### src/hdl/rws_pkg.sv
package rws_pkg;

    // Field widths of the request and result beats.
    localparam int OP_W      = 2;
    localparam int INDEX_W   = 6;
    localparam int VALUE_W   = 16;
    localparam int RAND_BITS = 16;
    localparam int POP_W     = 7;

    // Operation codes, echoed as the result kind.
    localparam logic [OP_W-1:0] OP_WRITE   = 2'd0;
    localparam logic [OP_W-1:0] OP_SELECT  = 2'd1;
    localparam logic [OP_W-1:0] OP_FITTEST = 2'd2;

    // Population size after reset.
    localparam logic [POP_W-1:0] POP_RESET = 7'd64;

    typedef struct packed {
        logic [OP_W-1:0]      op;
        logic [INDEX_W-1:0]   entry_index;
        logic [VALUE_W-1:0]   fitness_value;
        logic [RAND_BITS-1:0] random_fraction;
    } rws_req_t;

    typedef struct packed {
        logic [OP_W-1:0]    result_kind;
        logic [INDEX_W-1:0] result_index;
        logic [VALUE_W-1:0] result_fitness;
    } rws_res_t;

    // Commands from the controller to the datapath.
    typedef struct packed {
        logic ld_in;
        logic mem_wr;
        logic rd_en;
        logic clr_cnt;
        logic inc_cnt;
        logic sum_acc;
        logic mul_init;
        logic mul_step;
        logic load_target;
        logic walk_step;
        logic fit_step;
        logic res_write;
        logic res_found;
        logic res_zero;
        logic res_best;
    } rws_cmd_t;

    // Status from the datapath to the controller.
    typedef struct packed {
        logic last;
        logic hit;
        logic mul_last;
    } rws_stat_t;

endpackage

### src/hdl/rws_ctrl.sv
module rws_ctrl
    import rws_pkg::*;
(
    input  logic            clk,
    input  logic            rst_n,
    input  logic            start,
    input  logic [OP_W-1:0] op,
    input  rws_stat_t       status,
    output rws_cmd_t        cmd,
    output logic            busy,
    output logic            done
);

    localparam logic [3:0] S_IDLE     = 4'd0;
    localparam logic [3:0] S_WRITE    = 4'd1;
    localparam logic [3:0] S_SUM_RD   = 4'd2;
    localparam logic [3:0] S_SUM_ACC  = 4'd3;
    localparam logic [3:0] S_MUL      = 4'd4;
    localparam logic [3:0] S_TARGET   = 4'd5;
    localparam logic [3:0] S_WALK_RD  = 4'd6;
    localparam logic [3:0] S_WALK_CMP = 4'd7;
    localparam logic [3:0] S_FIT_RD   = 4'd8;
    localparam logic [3:0] S_FIT_CMP  = 4'd9;

    logic [3:0] state_reg;
    logic [3:0] state_next;
    logic       done_reg;
    logic       done_next;

    // Next state and command decode.
    always_comb
    begin
        state_next = state_reg;
        cmd        = '0;
        unique case (state_reg)
            S_IDLE:
            begin
                if (start)
                begin
                    cmd.ld_in = 1'b1;
                    if (op == OP_WRITE)
                    begin
                        state_next = S_WRITE;
                    end
                    else if (op == OP_SELECT)
                    begin
                        cmd.clr_cnt = 1'b1;
                        state_next  = S_SUM_RD;
                    end
                    else if (op == OP_FITTEST)
                    begin
                        cmd.clr_cnt = 1'b1;
                        state_next  = S_FIT_RD;
                    end
                end
            end
            S_WRITE:
            begin
                cmd.mem_wr    = 1'b1;
                cmd.res_write = 1'b1;
                state_next    = S_IDLE;
            end
            S_SUM_RD:
            begin
                cmd.rd_en  = 1'b1;
                state_next = S_SUM_ACC;
            end
            S_SUM_ACC:
            begin
                cmd.sum_acc = 1'b1;
                if (status.last)
                begin
                    cmd.mul_init = 1'b1;
                    state_next   = S_MUL;
                end
                else
                begin
                    cmd.inc_cnt = 1'b1;
                    state_next  = S_SUM_RD;
                end
            end
            S_MUL:
            begin
                cmd.mul_step = 1'b1;
                if (status.mul_last)
                begin
                    state_next = S_TARGET;
                end
            end
            S_TARGET:
            begin
                cmd.load_target = 1'b1;
                cmd.clr_cnt     = 1'b1;
                state_next      = S_WALK_RD;
            end
            S_WALK_RD:
            begin
                cmd.rd_en  = 1'b1;
                state_next = S_WALK_CMP;
            end
            S_WALK_CMP:
            begin
                if (status.hit)
                begin
                    cmd.res_found = 1'b1;
                    state_next    = S_IDLE;
                end
                else if (status.last)
                begin
                    cmd.res_zero = 1'b1;
                    state_next   = S_IDLE;
                end
                else
                begin
                    cmd.walk_step = 1'b1;
                    cmd.inc_cnt   = 1'b1;
                    state_next    = S_WALK_RD;
                end
            end
            S_FIT_RD:
            begin
                cmd.rd_en  = 1'b1;
                state_next = S_FIT_CMP;
            end
            S_FIT_CMP:
            begin
                cmd.fit_step = 1'b1;
                if (status.last)
                begin
                    cmd.res_best = 1'b1;
                    state_next   = S_IDLE;
                end
                else
                begin
                    cmd.inc_cnt = 1'b1;
                    state_next  = S_FIT_RD;
                end
            end
            default:
            begin
                state_next = S_IDLE;
            end
        endcase
    end

    // The result strobe follows the cycle in which the result register loads.
    assign done_next = cmd.res_write | cmd.res_found | cmd.res_zero | cmd.res_best;

    always_ff @(posedge clk or negedge rst_n)
    begin
        if (!rst_n)
        begin
            state_reg <= S_IDLE;
            done_reg  <= 1'b0;
        end
        else
        begin
            state_reg <= state_next;
            done_reg  <= done_next;
        end
    end

    assign busy = (state_reg != S_IDLE);
    assign done = done_reg;

    // A result beat is never repeated in the following cycle.
    a_done_single: assert property (@(posedge clk) disable iff (!rst_n)
        done |=> !done)
        else $error("result strobe held for two cycles");

    // A result beat is only shown once the operation has finished.
    a_done_idle: assert property (@(posedge clk) disable iff (!rst_n)
        done |-> !busy)
        else $error("result strobe while still busy");

    // Work only starts from an accepted command.
    a_busy_start: assert property (@(posedge clk) disable iff (!rst_n)
        $rose(busy) |-> $past(start))
        else $error("busy raised without a start");

endmodule

### src/hdl/rws_datapath.sv
module rws_datapath
    import rws_pkg::*;
#(
    parameter int MAX_POPULATION = 64,
    parameter int FITNESS_BITS   = 16
)
(
    input  logic             clk,
    input  logic             rst_n,
    input  rws_req_t         request,
    input  logic             cfg_wr,
    input  logic [POP_W-1:0] cfg_data,
    input  rws_cmd_t         cmd,
    output rws_stat_t        status,
    output rws_res_t         result
);

    localparam int FW     = FITNESS_BITS;
    localparam int ADDR_W = (MAX_POPULATION > 1) ? $clog2(MAX_POPULATION) : 1;
    localparam int SUM_W  = FW + ADDR_W;
    localparam int PROD_W = SUM_W + RAND_BITS;
    localparam int MCNT_W = $clog2(RAND_BITS);
    localparam int NW     = (ADDR_W + 1 > POP_W) ? ADDR_W + 1 : POP_W;

    logic [FW-1:0]        fit_mem [MAX_POPULATION];

    logic [POP_W-1:0]     pop_reg;
    logic [OP_W-1:0]      op_reg;
    logic [INDEX_W-1:0]   widx_reg;
    logic [VALUE_W-1:0]   wval_reg;
    logic [RAND_BITS-1:0] rand_reg;
    logic [ADDR_W-1:0]    cnt_reg;
    logic [SUM_W-1:0]     sum_reg;
    logic [PROD_W-1:0]    acc_reg;
    logic [PROD_W-1:0]    acc_next;
    logic [MCNT_W-1:0]    mcnt_reg;
    logic [SUM_W-1:0]     rem_reg;
    logic [FW-1:0]        best_reg;
    logic [ADDR_W-1:0]    where_reg;
    logic [FW-1:0]        rdata_reg;
    rws_res_t             result_reg;

    logic [NW-1:0]        pop_w;
    logic [NW-1:0]        n_eff;
    logic [ADDR_W-1:0]    last_idx;
    logic                 in_range;
    logic [FW-1:0]        wval_fw;
    logic                 ge;
    logic [SUM_W-1:0]     target;

    // Entries in use: zero counts as one, and the table depth caps it.
    assign pop_w = NW'(pop_reg);
    always_comb
    begin
        priority if (pop_w == '0)
        begin
            n_eff = NW'(1);
        end
        else if (pop_w > NW'(MAX_POPULATION))
        begin
            n_eff = NW'(MAX_POPULATION);
        end
        else
        begin
            n_eff = pop_w;
        end
    end
    assign last_idx = ADDR_W'(n_eff - NW'(1));

    assign in_range = (32'(widx_reg) < 32'(MAX_POPULATION));
    assign wval_fw  = FW'(wval_reg);
    assign ge       = (rdata_reg >= best_reg);
    assign target   = acc_reg[PROD_W-1:RAND_BITS];

    // Shift-add multiply, most significant random bit first.
    assign acc_next = {acc_reg[PROD_W-2:0], 1'b0}
                    + (rand_reg[RAND_BITS-1] ? PROD_W'(sum_reg) : '0);

    assign status.last     = (cnt_reg == last_idx);
    assign status.hit      = (rem_reg < SUM_W'(rdata_reg));
    assign status.mul_last = (mcnt_reg == MCNT_W'(RAND_BITS - 1));

    // Population size register.
    always_ff @(posedge clk or negedge rst_n)
    begin
        if (!rst_n)
        begin
            pop_reg <= POP_RESET;
        end
        else if (cfg_wr)
        begin
            pop_reg <= cfg_data;
        end
    end

    // Fitness memory, one write and one registered read.
    always_ff @(posedge clk)
    begin
        if (cmd.mem_wr && in_range)
        begin
            fit_mem[ADDR_W'(widx_reg)] <= wval_fw;
        end
        if (cmd.rd_en)
        begin
            rdata_reg <= fit_mem[cnt_reg];
        end
    end

    // Operand capture, scan counter and accumulators.
    always_ff @(posedge clk)
    begin
        if (cmd.ld_in)
        begin
            op_reg    <= request.op;
            widx_reg  <= request.entry_index;
            wval_reg  <= request.fitness_value;
            rand_reg  <= request.random_fraction;
            sum_reg   <= '0;
            best_reg  <= '0;
            where_reg <= '0;
        end
        if (cmd.clr_cnt)
        begin
            cnt_reg <= '0;
        end
        else if (cmd.inc_cnt)
        begin
            cnt_reg <= cnt_reg + ADDR_W'(1);
        end
        if (cmd.sum_acc)
        begin
            sum_reg <= sum_reg + SUM_W'(rdata_reg);
        end
        if (cmd.mul_init)
        begin
            acc_reg  <= '0;
            mcnt_reg <= '0;
        end
        else if (cmd.mul_step)
        begin
            acc_reg  <= acc_next;
            mcnt_reg <= mcnt_reg + MCNT_W'(1);
            rand_reg <= {rand_reg[RAND_BITS-2:0], 1'b0};
        end
        if (cmd.load_target)
        begin
            rem_reg <= target;
        end
        else if (cmd.walk_step)
        begin
            rem_reg <= rem_reg - SUM_W'(rdata_reg);
        end
        if (cmd.fit_step && ge)
        begin
            best_reg  <= rdata_reg;
            where_reg <= cnt_reg;
        end
    end

    // Result register.
    always_ff @(posedge clk)
    begin
        if (cmd.res_write)
        begin
            result_reg.result_kind    <= op_reg;
            result_reg.result_index   <= widx_reg;
            result_reg.result_fitness <= in_range ? VALUE_W'(wval_fw) : '0;
        end
        else if (cmd.res_found)
        begin
            result_reg.result_kind    <= op_reg;
            result_reg.result_index   <= INDEX_W'(cnt_reg);
            result_reg.result_fitness <= VALUE_W'(rdata_reg);
        end
        else if (cmd.res_zero)
        begin
            // Nothing qualified: every entry in use, entry 0 included, is zero.
            result_reg.result_kind    <= op_reg;
            result_reg.result_index   <= '0;
            result_reg.result_fitness <= '0;
        end
        else if (cmd.res_best)
        begin
            result_reg.result_kind    <= op_reg;
            result_reg.result_index   <= INDEX_W'(ge ? cnt_reg : where_reg);
            result_reg.result_fitness <= VALUE_W'(ge ? rdata_reg : best_reg);
        end
    end

    assign result = result_reg;

    // The fallback answer is only reached when the wheel is empty.
    a_zero_sum: assert property (@(posedge clk) disable iff (!rst_n)
        cmd.res_zero |-> (sum_reg == '0))
        else $error("selection fell through with a non-zero sum");

    // The scaled target never exceeds the total.
    a_target_bound: assert property (@(posedge clk) disable iff (!rst_n)
        cmd.load_target |-> (target <= sum_reg))
        else $error("selection target above the fitness sum");

    // A selected entry always has a non-zero slice of the wheel.
    a_found_nonzero: assert property (@(posedge clk) disable iff (!rst_n)
        cmd.res_found |-> (rdata_reg != '0))
        else $error("selection landed on a zero-fitness entry");

endmodule

### src/hdl/roulette_wheel_selector.sv
// Roulette wheel selector: fitness proportionate parent selection.
// A command beat on request is taken at a clock edge with start high and busy
// low. Op write stores one fitness entry, op select draws a parent from the
// first population_size entries weighted by fitness, op fittest names the last
// entry holding the largest value. The unused op code is taken and dropped.
// Each write, select or fittest command gives one result beat on result, marked
// by done for exactly one cycle; the receiver cannot stall, so it must take the
// beat in that cycle. With n entries in use, fittest reads and compares each of
// the n entries in turn; select reads and sums all n entries, scales the sum
// by the random fraction, then reads entries from entry 0 up to the selected
// one. Every entry passes a read state and then a compare or accumulate state,
// as the single memory read port has a registered read, and the sum is scaled
// by a 16-step shift-add multiply, most significant random bit first.
// A new command is taken in the cycle its predecessor's result is shown.
// population_size is written over cfg_valid/cfg_data (ready is always high);
// the user must do this only while no command is in progress (not enforced).
// Reset sets population_size to 64 and idles the controller; the fitness
// memory is not cleared, and each entry must be written before it is used.
module roulette_wheel_selector
    import rws_pkg::*;
#(
    parameter int MAX_POPULATION = 64,
    parameter int FITNESS_BITS   = 16
)
(
    input  logic             clk,
    input  logic             rst_n,
    input  logic             start,
    output logic             busy,
    input  rws_req_t         request,
    output logic             done,
    output rws_res_t         result,
    input  logic             cfg_valid,
    output logic             cfg_ready,
    input  logic [POP_W-1:0] cfg_data
);

    rws_cmd_t  cmd;
    rws_stat_t status;

    assign cfg_ready = 1'b1;

    // Controller.
    rws_ctrl u_ctrl (
        .clk    (clk),
        .rst_n  (rst_n),
        .start  (start),
        .op     (request.op),
        .status (status),
        .cmd    (cmd),
        .busy   (busy),
        .done   (done)
    );

    // Datapath with the fitness memory.
    rws_datapath #(
        .MAX_POPULATION (MAX_POPULATION),
        .FITNESS_BITS   (FITNESS_BITS)
    ) u_datapath (
        .clk      (clk),
        .rst_n    (rst_n),
        .request  (request),
        .cfg_wr   (cfg_valid & cfg_ready),
        .cfg_data (cfg_data),
        .cmd      (cmd),
        .status   (status),
        .result   (result)
    );

endmodule
### config.mk
export PLATFORM = sky130hd
export DESIGN_NAME = roulette_wheel_selector
export DESIGN_NICKNAME = d
export VERILOG_FILES = /design/src/hdl/rws_pkg.sv /design/src/hdl/rws_ctrl.sv /design/src/hdl/rws_datapath.sv /design/src/hdl/roulette_wheel_selector.sv
export SDC_FILE = /design/constraint.sdc
export NUM_CORES = 2
export LEC_CHECK = 0
export BUFFER_PORTS_ARGS = -buffer_cell sky130_fd_sc_hd__buf_4
export CAP_MARGIN = 0
export CORE_AREA = 8 8 385 312
export DETAILED_ROUTE_END_ITERATION = 10
export DIE_AREA = 0 0 393 320
export PLACE_DENSITY = 0.58
export SYNTH_ARGS = -nofsm -noshare
export SYNTH_HDL_FRONTEND = slang
export SYNTH_SLANG_ARGS = --single-unit
### constraint.sdc
create_clock -name clk -period 7.6 [get_ports clk]
set_input_delay 1.52 -clock clk [delete_from_list [all_inputs] [get_ports clk]]
set_output_delay 1.52 -clock clk [all_outputs]
set_load 0.05 [all_outputs]
## Word level (Yosys, flattened, before mapping)

Memories as Yosys holds them, arrays and structs flattened. A register that Yosys moved wholly into a read port is not among the register bits.
Index checks and enable logic that the tools add are counted.

| storage, ports and cells | value |
|---|---|
| memories | 1 |
| output and inout port bits | 27 |
| word-level logic and storage cells | 112 |
| bits of input ports | 51 |
| RAM bits | 1,024 |
| register bits after elaboration | 190 |

Memory list:

| name | words | bits a word | read ports | clocked after memory_dff | write ports | RTL line | RTL |
|---|---|---|---|---|---|---|---|
| u_datapath.fit_mem | 64 | 16 | 1 | 1 | 1 | rws_datapath.sv:25 | `logic [FW-1:0] fit_mem [MAX_POPULATION];` |

| cells by class | value |
|---|---|
| bitwise logic cells | 3 |
| equality and inequality tests | 16 |
| muxes and demuxes | 54 |
| $lt $le $gt $ge | 3 |
| add/subtract/negate cells | 6 |
| reductions and logical operators | 12 |

Operators with widths:

| cell | number |
|---|---|
| 22-bit 2-to-1 mux | 5 |
| 16-bit 2-to-1 mux | 6 |
| 24-bit 2-to-1 mux | 4 |
| 38-bit adder | 1 |
| 4-bit one-hot mux with 9 select lines | 1 |
| 6-bit 2-to-1 mux | 5 |
| 4-bit 2-to-1 mux | 6 |
| 22-bit by 16-bit adder with 22-bit output | 1 |
| 22-bit by 16-bit less-than comparator with 1-bit output | 1 |
| 22-bit by 16-bit subtractor with 22-bit output | 1 |
| 1-bit 2-to-1 mux | 20 |
| 4-bit by 3-bit == test with 1-bit output, second input constant | 4 |
| 16-bit >= comparator | 1 |
| 4-bit == test, second input constant | 3 |
| 3-bit 2-to-1 mux | 3 |
| 4-bit by 2-bit == test with 1-bit output, second input constant | 2 |
| 4-bit nonzero test | 2 |
| 7-bit greater-than comparator, second input constant | 1 |
| 7-bit zero test | 1 |
| 6-bit by 1-bit adder with 6-bit output, second input constant | 1 |
| 6-bit == test | 1 |
| 2-bit nonzero test | 3 |
| 6-bit by 1-bit subtractor with 6-bit output, second input constant | 1 |
| 4-bit by 1-bit adder with 4-bit output, second input constant | 1 |
| 14 further kinds | 19 |

## Logic depth before layout (Yosys ltp)

| logic depth | value |
|---|---|
| depth after elaboration | 11 |
| depth in mapped cells | 14 |
| gate-level depth less buffers | 12 |

## Modules after synthesis

Synthesis repeated with hierarchy kept, for this count alone.

| unflattened totals | value |
|---|---|
| cells, all modules | 2,763 |
| area, all modules | 51,164.1 um2 |

By module, submodules not included:

| module | sequential area each (um2) | area each (um2) | cells an instance | times used |
|---|---|---|---|---|
| rws_datapath | 36,110.9 | 50,618.5 | 2,690 | 1 |
| rws_ctrl | 125.1 | 534.3 | 71 | 1 |
| roulette_wheel_selector | 0.0 | 11.3 | 2 | 1 |

## Least setup slack after synthesis

No wires, ideal clock.

| path | value |
|---|---|
| path kind | reg2reg |
| from | reg u_datapath.rdata_reg[2], read port of u_datapath.fit_mem |
| to | reg u_datapath.result_reg (netlist bit u_datapath.result[0]) (enable) |
| data required time | 7.195 ns |
| clock period less this slack | 3.786 ns |
| arrival | 3.382 ns |
| setup time | 0.405 ns |
| path buffers | 0 |
| cell stages (with the launch flop) | 11 |
| path slack | 3.814 ns |
| cells stage by stage | edfxtp_1 > inv_1 > ha_1 > nor2b_1 > o31a_1 > nor3_1 > o211ai_1 > a211oi_4 > nor2_1 > o31a_1 > nor2_1 |

| on the way | value |
|---|---|
| longest elaborated chain between the ends | 4 |
| elaborated cells between the ends (all ways) | 5 |
| those cells by class | order compare: 1; mux: 3; reduce/logical: 1 |

Ends and longest elaborated chain:

| what | RTL line | RTL |
|---|---|---|
| from (decl) | rws_datapath.sv:40 | `logic [FW-1:0] rdata_reg;` |
| 22-bit by 16-bit less-than comparator with 1-bit output * | rws_datapath.sv:80 | `assign status.hit = (rem_reg < SUM_W'(rdata_reg));` |
| 1-bit 2-to-1 mux | rws_ctrl.sv:103 | `if (status.hit)` |
| 2-bit 2-to-1 mux * | rws_ctrl.sv:35 | `unique case (state_reg)` |
| 4-bit nonzero test (no line) * | -- |  |
| to (decl) | rws_datapath.sv:41 | `rws_res_t result_reg;` |

Every way passes the cells marked *; elsewhere a longest branch is shown, timed or not.
A chain may end at the register's enable or synchronous reset.

## Final worst setup path

| path | value |
|---|---|
| from | reg u_datapath.rand_reg[15] |
| to | reg u_datapath.acc_reg[25] |

| on the way | value |
|---|---|
| longest elaborated chain between the ends | 2 |

Ends and longest elaborated chain:

| what | RTL line | RTL |
|---|---|---|
| from (decl) | rws_datapath.sv:31 | `logic [RAND_BITS-1:0] rand_reg;` |
| from (signal assigned) | rws_datapath.sv:117 | `rand_reg <= request.random_fraction;` |
| from (signal assigned) | rws_datapath.sv:143 | `rand_reg <= {rand_reg[RAND_BITS-2:0], 1'b0};` |
| 22-bit 2-to-1 mux | rws_datapath.sv:77 | `+ (rand_reg[RAND_BITS-1] ? PROD_W'(sum_reg) : '0);` |
| 38-bit adder | rws_datapath.sv:77 |  |
| to (signal assigned) | rws_datapath.sv:141 | `acc_reg <= acc_next;` |
| to (decl) | rws_datapath.sv:34 | `logic [PROD_W-1:0] acc_reg;` |

Every way passes these cells.

==> metrics.cfg <==
[clocking]
cts_sinks=1230
clk_pin_slew_ns=0.07
cts_buffer_depth=3
cts_tree=yes
ctsHoldBuffers=0
cts_made_buffers=117
cts_setup_buffers=0
htree_num_levels=3
clock_latency_ns=0.74
cts-root-buf=clkbuf_16
cts_resized=0

[synth]
yosys_warnings=0
postSynth.asyncResetShare=0.009756
synth-adder-area-share=0.01993
syn_inst=2732
synth_nets=2862
postSynthAreaPerCell_um2=18.57
synth_flop_cell=edfxtp_1
synth_compound_area_frac=0.03588
synth_top_family_by_area=multiplexers
ys_types=78
synth_xor_area_frac=0.01226
synthTopCellsByArea=edfxtp_1 (68%), mux4_2 (15%), dfxtp_1 (2.5%), ha_1 (1.9%), nor2_1 (1.2%)
ys_ff_latch=1230
synth_mux_area_frac=0.1558
netlist_area_um2=50730
yosysSeqAreaShare=0.7142
yosysTopAreaCell=edfxtp_1
synth_top_area_frac=0.6830
synth_edf_count=1154
yosys.area_share.simple=0.04661

[worst_setup_path]
critical_path_required_ns=8.18
cp_top_family=compound AO/OA/AOI/OAI gates
cp.buffers_inverters=1
slowest_delay_ns=0.84
slowest_stage=dfxtp_1
critPathMaxFanout=23
critical_path_class=register to register
path_cells=and2_1 > ha_1 > inv_1 > fa_1 > nor2b_1 > o31a_1 > o32ai_2 > o41ai_2 > a221oi_2 > nor3b_1 > xnor2_1 > o21ai_0
startpoint_type=register
crit_path_end_kind=register
critPathArrivalTime_ns=4.58

[placement]
placed_area_um2=53550
routabilityCongestion=0.8560
io_buffer_count=76
dp_hpwl_mm=75.78

[worst_hold_path]
hold_class=register to register

[drt]
viasPerCell=5.918
wl_per_cell_um=28.77
via_count=26720
routed_wl_mm=129.9
first_pass_iters=5
drtIter0Drc=2864
drc=0
drtAntennaViolNets=0

[timing]
min_period_over_period=0.5256
worst_slew_pin_slew_ns=1.238
worst_clock_skew_ns=0.05302
slew_violations=0
min_period_ns=3.994
rsz0062_at_grt=no
setup_total_negative_slack_ns=0
hold_viol=0
max_slew_margin=0.1735
max_freq_mhz=250.4
setup_viol=0

[grt]
grt_max_degree=110
gr-usage-all-layers=0.2051
grt_pass1_wl_mm=189.2
grt_overflow=0
grt_pass1_vias=26870
antenna_found_initial=10

[final_layout]
nFillCells=9191
largest_reg_flops=1024
area_growth_pct=13.15
seq_area_um2=36250
final_area_um2=57400
drive_gt1_frac=0.2431
final_core_util=0.5053
multiInputGateArea_um2=13800
layout_commonest_cell=edfxtp_1
fin_nets=3022
diodes=0
final_cell_mix=edfxtp_1 (1154), mux4_2 (336), buf_4 (173)

[floorplanning]
die_height_um=320
core_um2=113600
die-area_um2=125800
rows=111
ios=78
die_x_um=393
start_util=0.4466

[outcome]
outcome=finished, final reports clean

[power_and_ir_drop]
power_leakage_nw=18.38
ir_worst_vdd_mv=0.3051
power.total_w=0.01961
powerDensity_nw_per_um2=341.6

[job]
maxCapViolations=0

worst register-to-register path, delay by kind of cell (launching register included):
kind	cells	cell delay, ns
AND/OR/NAND/NOR	3	0.79
flip-flops	1	0.84
adder cells (fa/ha/maj)	2	0.57
AO/OA/AOI/OAI	5	1.43
XOR/XNOR	1	0.15
buffers and inverters	1	0.06
report_power, final:
group          total [W]  switching [W]  internal, W
logic            0.00507        0.00287      0.00220
clock network    0.00587        0.00261      0.00326
registers        0.00867       0.000506      0.00816
path summary, 6_finish.rpt:
kind | from | endpoint | slack, ns | cells after the start
max | u_datapath.rand_reg[15] | u_datapath.acc_reg[25] | 3.61 | 12
min | u_datapath.op_reg[1] | u_datapath.result[23] | 0.43 | 0
max reg2reg | u_datapath.rand_reg[15] | u_datapath.acc_reg[25] | 3.61 | 12
min reg2reg | u_datapath.op_reg[1] | u_datapath.result[23] | 0.43 | 0
max in group asynchronous | rst_n | u_datapath.pop_reg[6] | 6.74 | 1
min in group asynchronous | rst_n | u_datapath.pop_reg[3] | 0.62 | 1
layout make-up:
cell class,count,share of cell area
Tap cell,1525,0.03324
Multi-Input combinational cell,1310,0.2405
Sequential cell,1230,0.6315
Clock buffer,140,0.05251
Inverter,56,0.003662
Timing Repair Buffer,177,0.02402
Clock inverter,77,0.01458
cell usage after synthesis (all sizes together) (21+ instances only):
library cell and number:
a211oi 21, a21o 23, a21oi 65, a31oi 25, and2 47, buf 48, clkbuf 88, dfxtp 64
edfxtp 1154, ha 76, inv 55, mux2i 26, mux4 336, nand2 146, nand3 31, nor2 169
nor3 29, o21ai 83, xnor2 46, xor2 25
metal layers:
metal,track usage,vias up,routed length (um)
met5,0,-,20
met1,0.3123,14240,58890
met3,0.03188,172,8763
li1,-,11330,-
met4,0.04559,2,2626
met2,0.3132,985,59590
cells by family after synthesis:
| group | after synthesis |
|---|---|
| other | 1 |
| multiplexers | 369 |
| AO/OA/AOI/OAI | 281 |
| buffers and inverters | 192 |
| XOR/XNOR | 71 |
| adder cells (fa/ha/maj) | 79 |
| AND/OR/NAND/NOR | 509 |
| flip-flops | 1230 |
stage by stage:
| stage | hold WS (ns) | std cells | worst slack [ns] |
|---|---|---|---|
| after CTS | 0.4354 | 4515 | 3.582 |
| after floorplan | 0.4003 | 2732 | 3.814 |
| after detailed placement | 0.4210 | 4298 | 3.585 |
| after global placement | 0.4065 | 4298 | 3.675 |
| final | 0.4346 | 4515 | 3.606 |
| after global routing | 0.4360 | 4515 | 3.284 |
No activity file was read; power rests on OpenSTA's default activity.
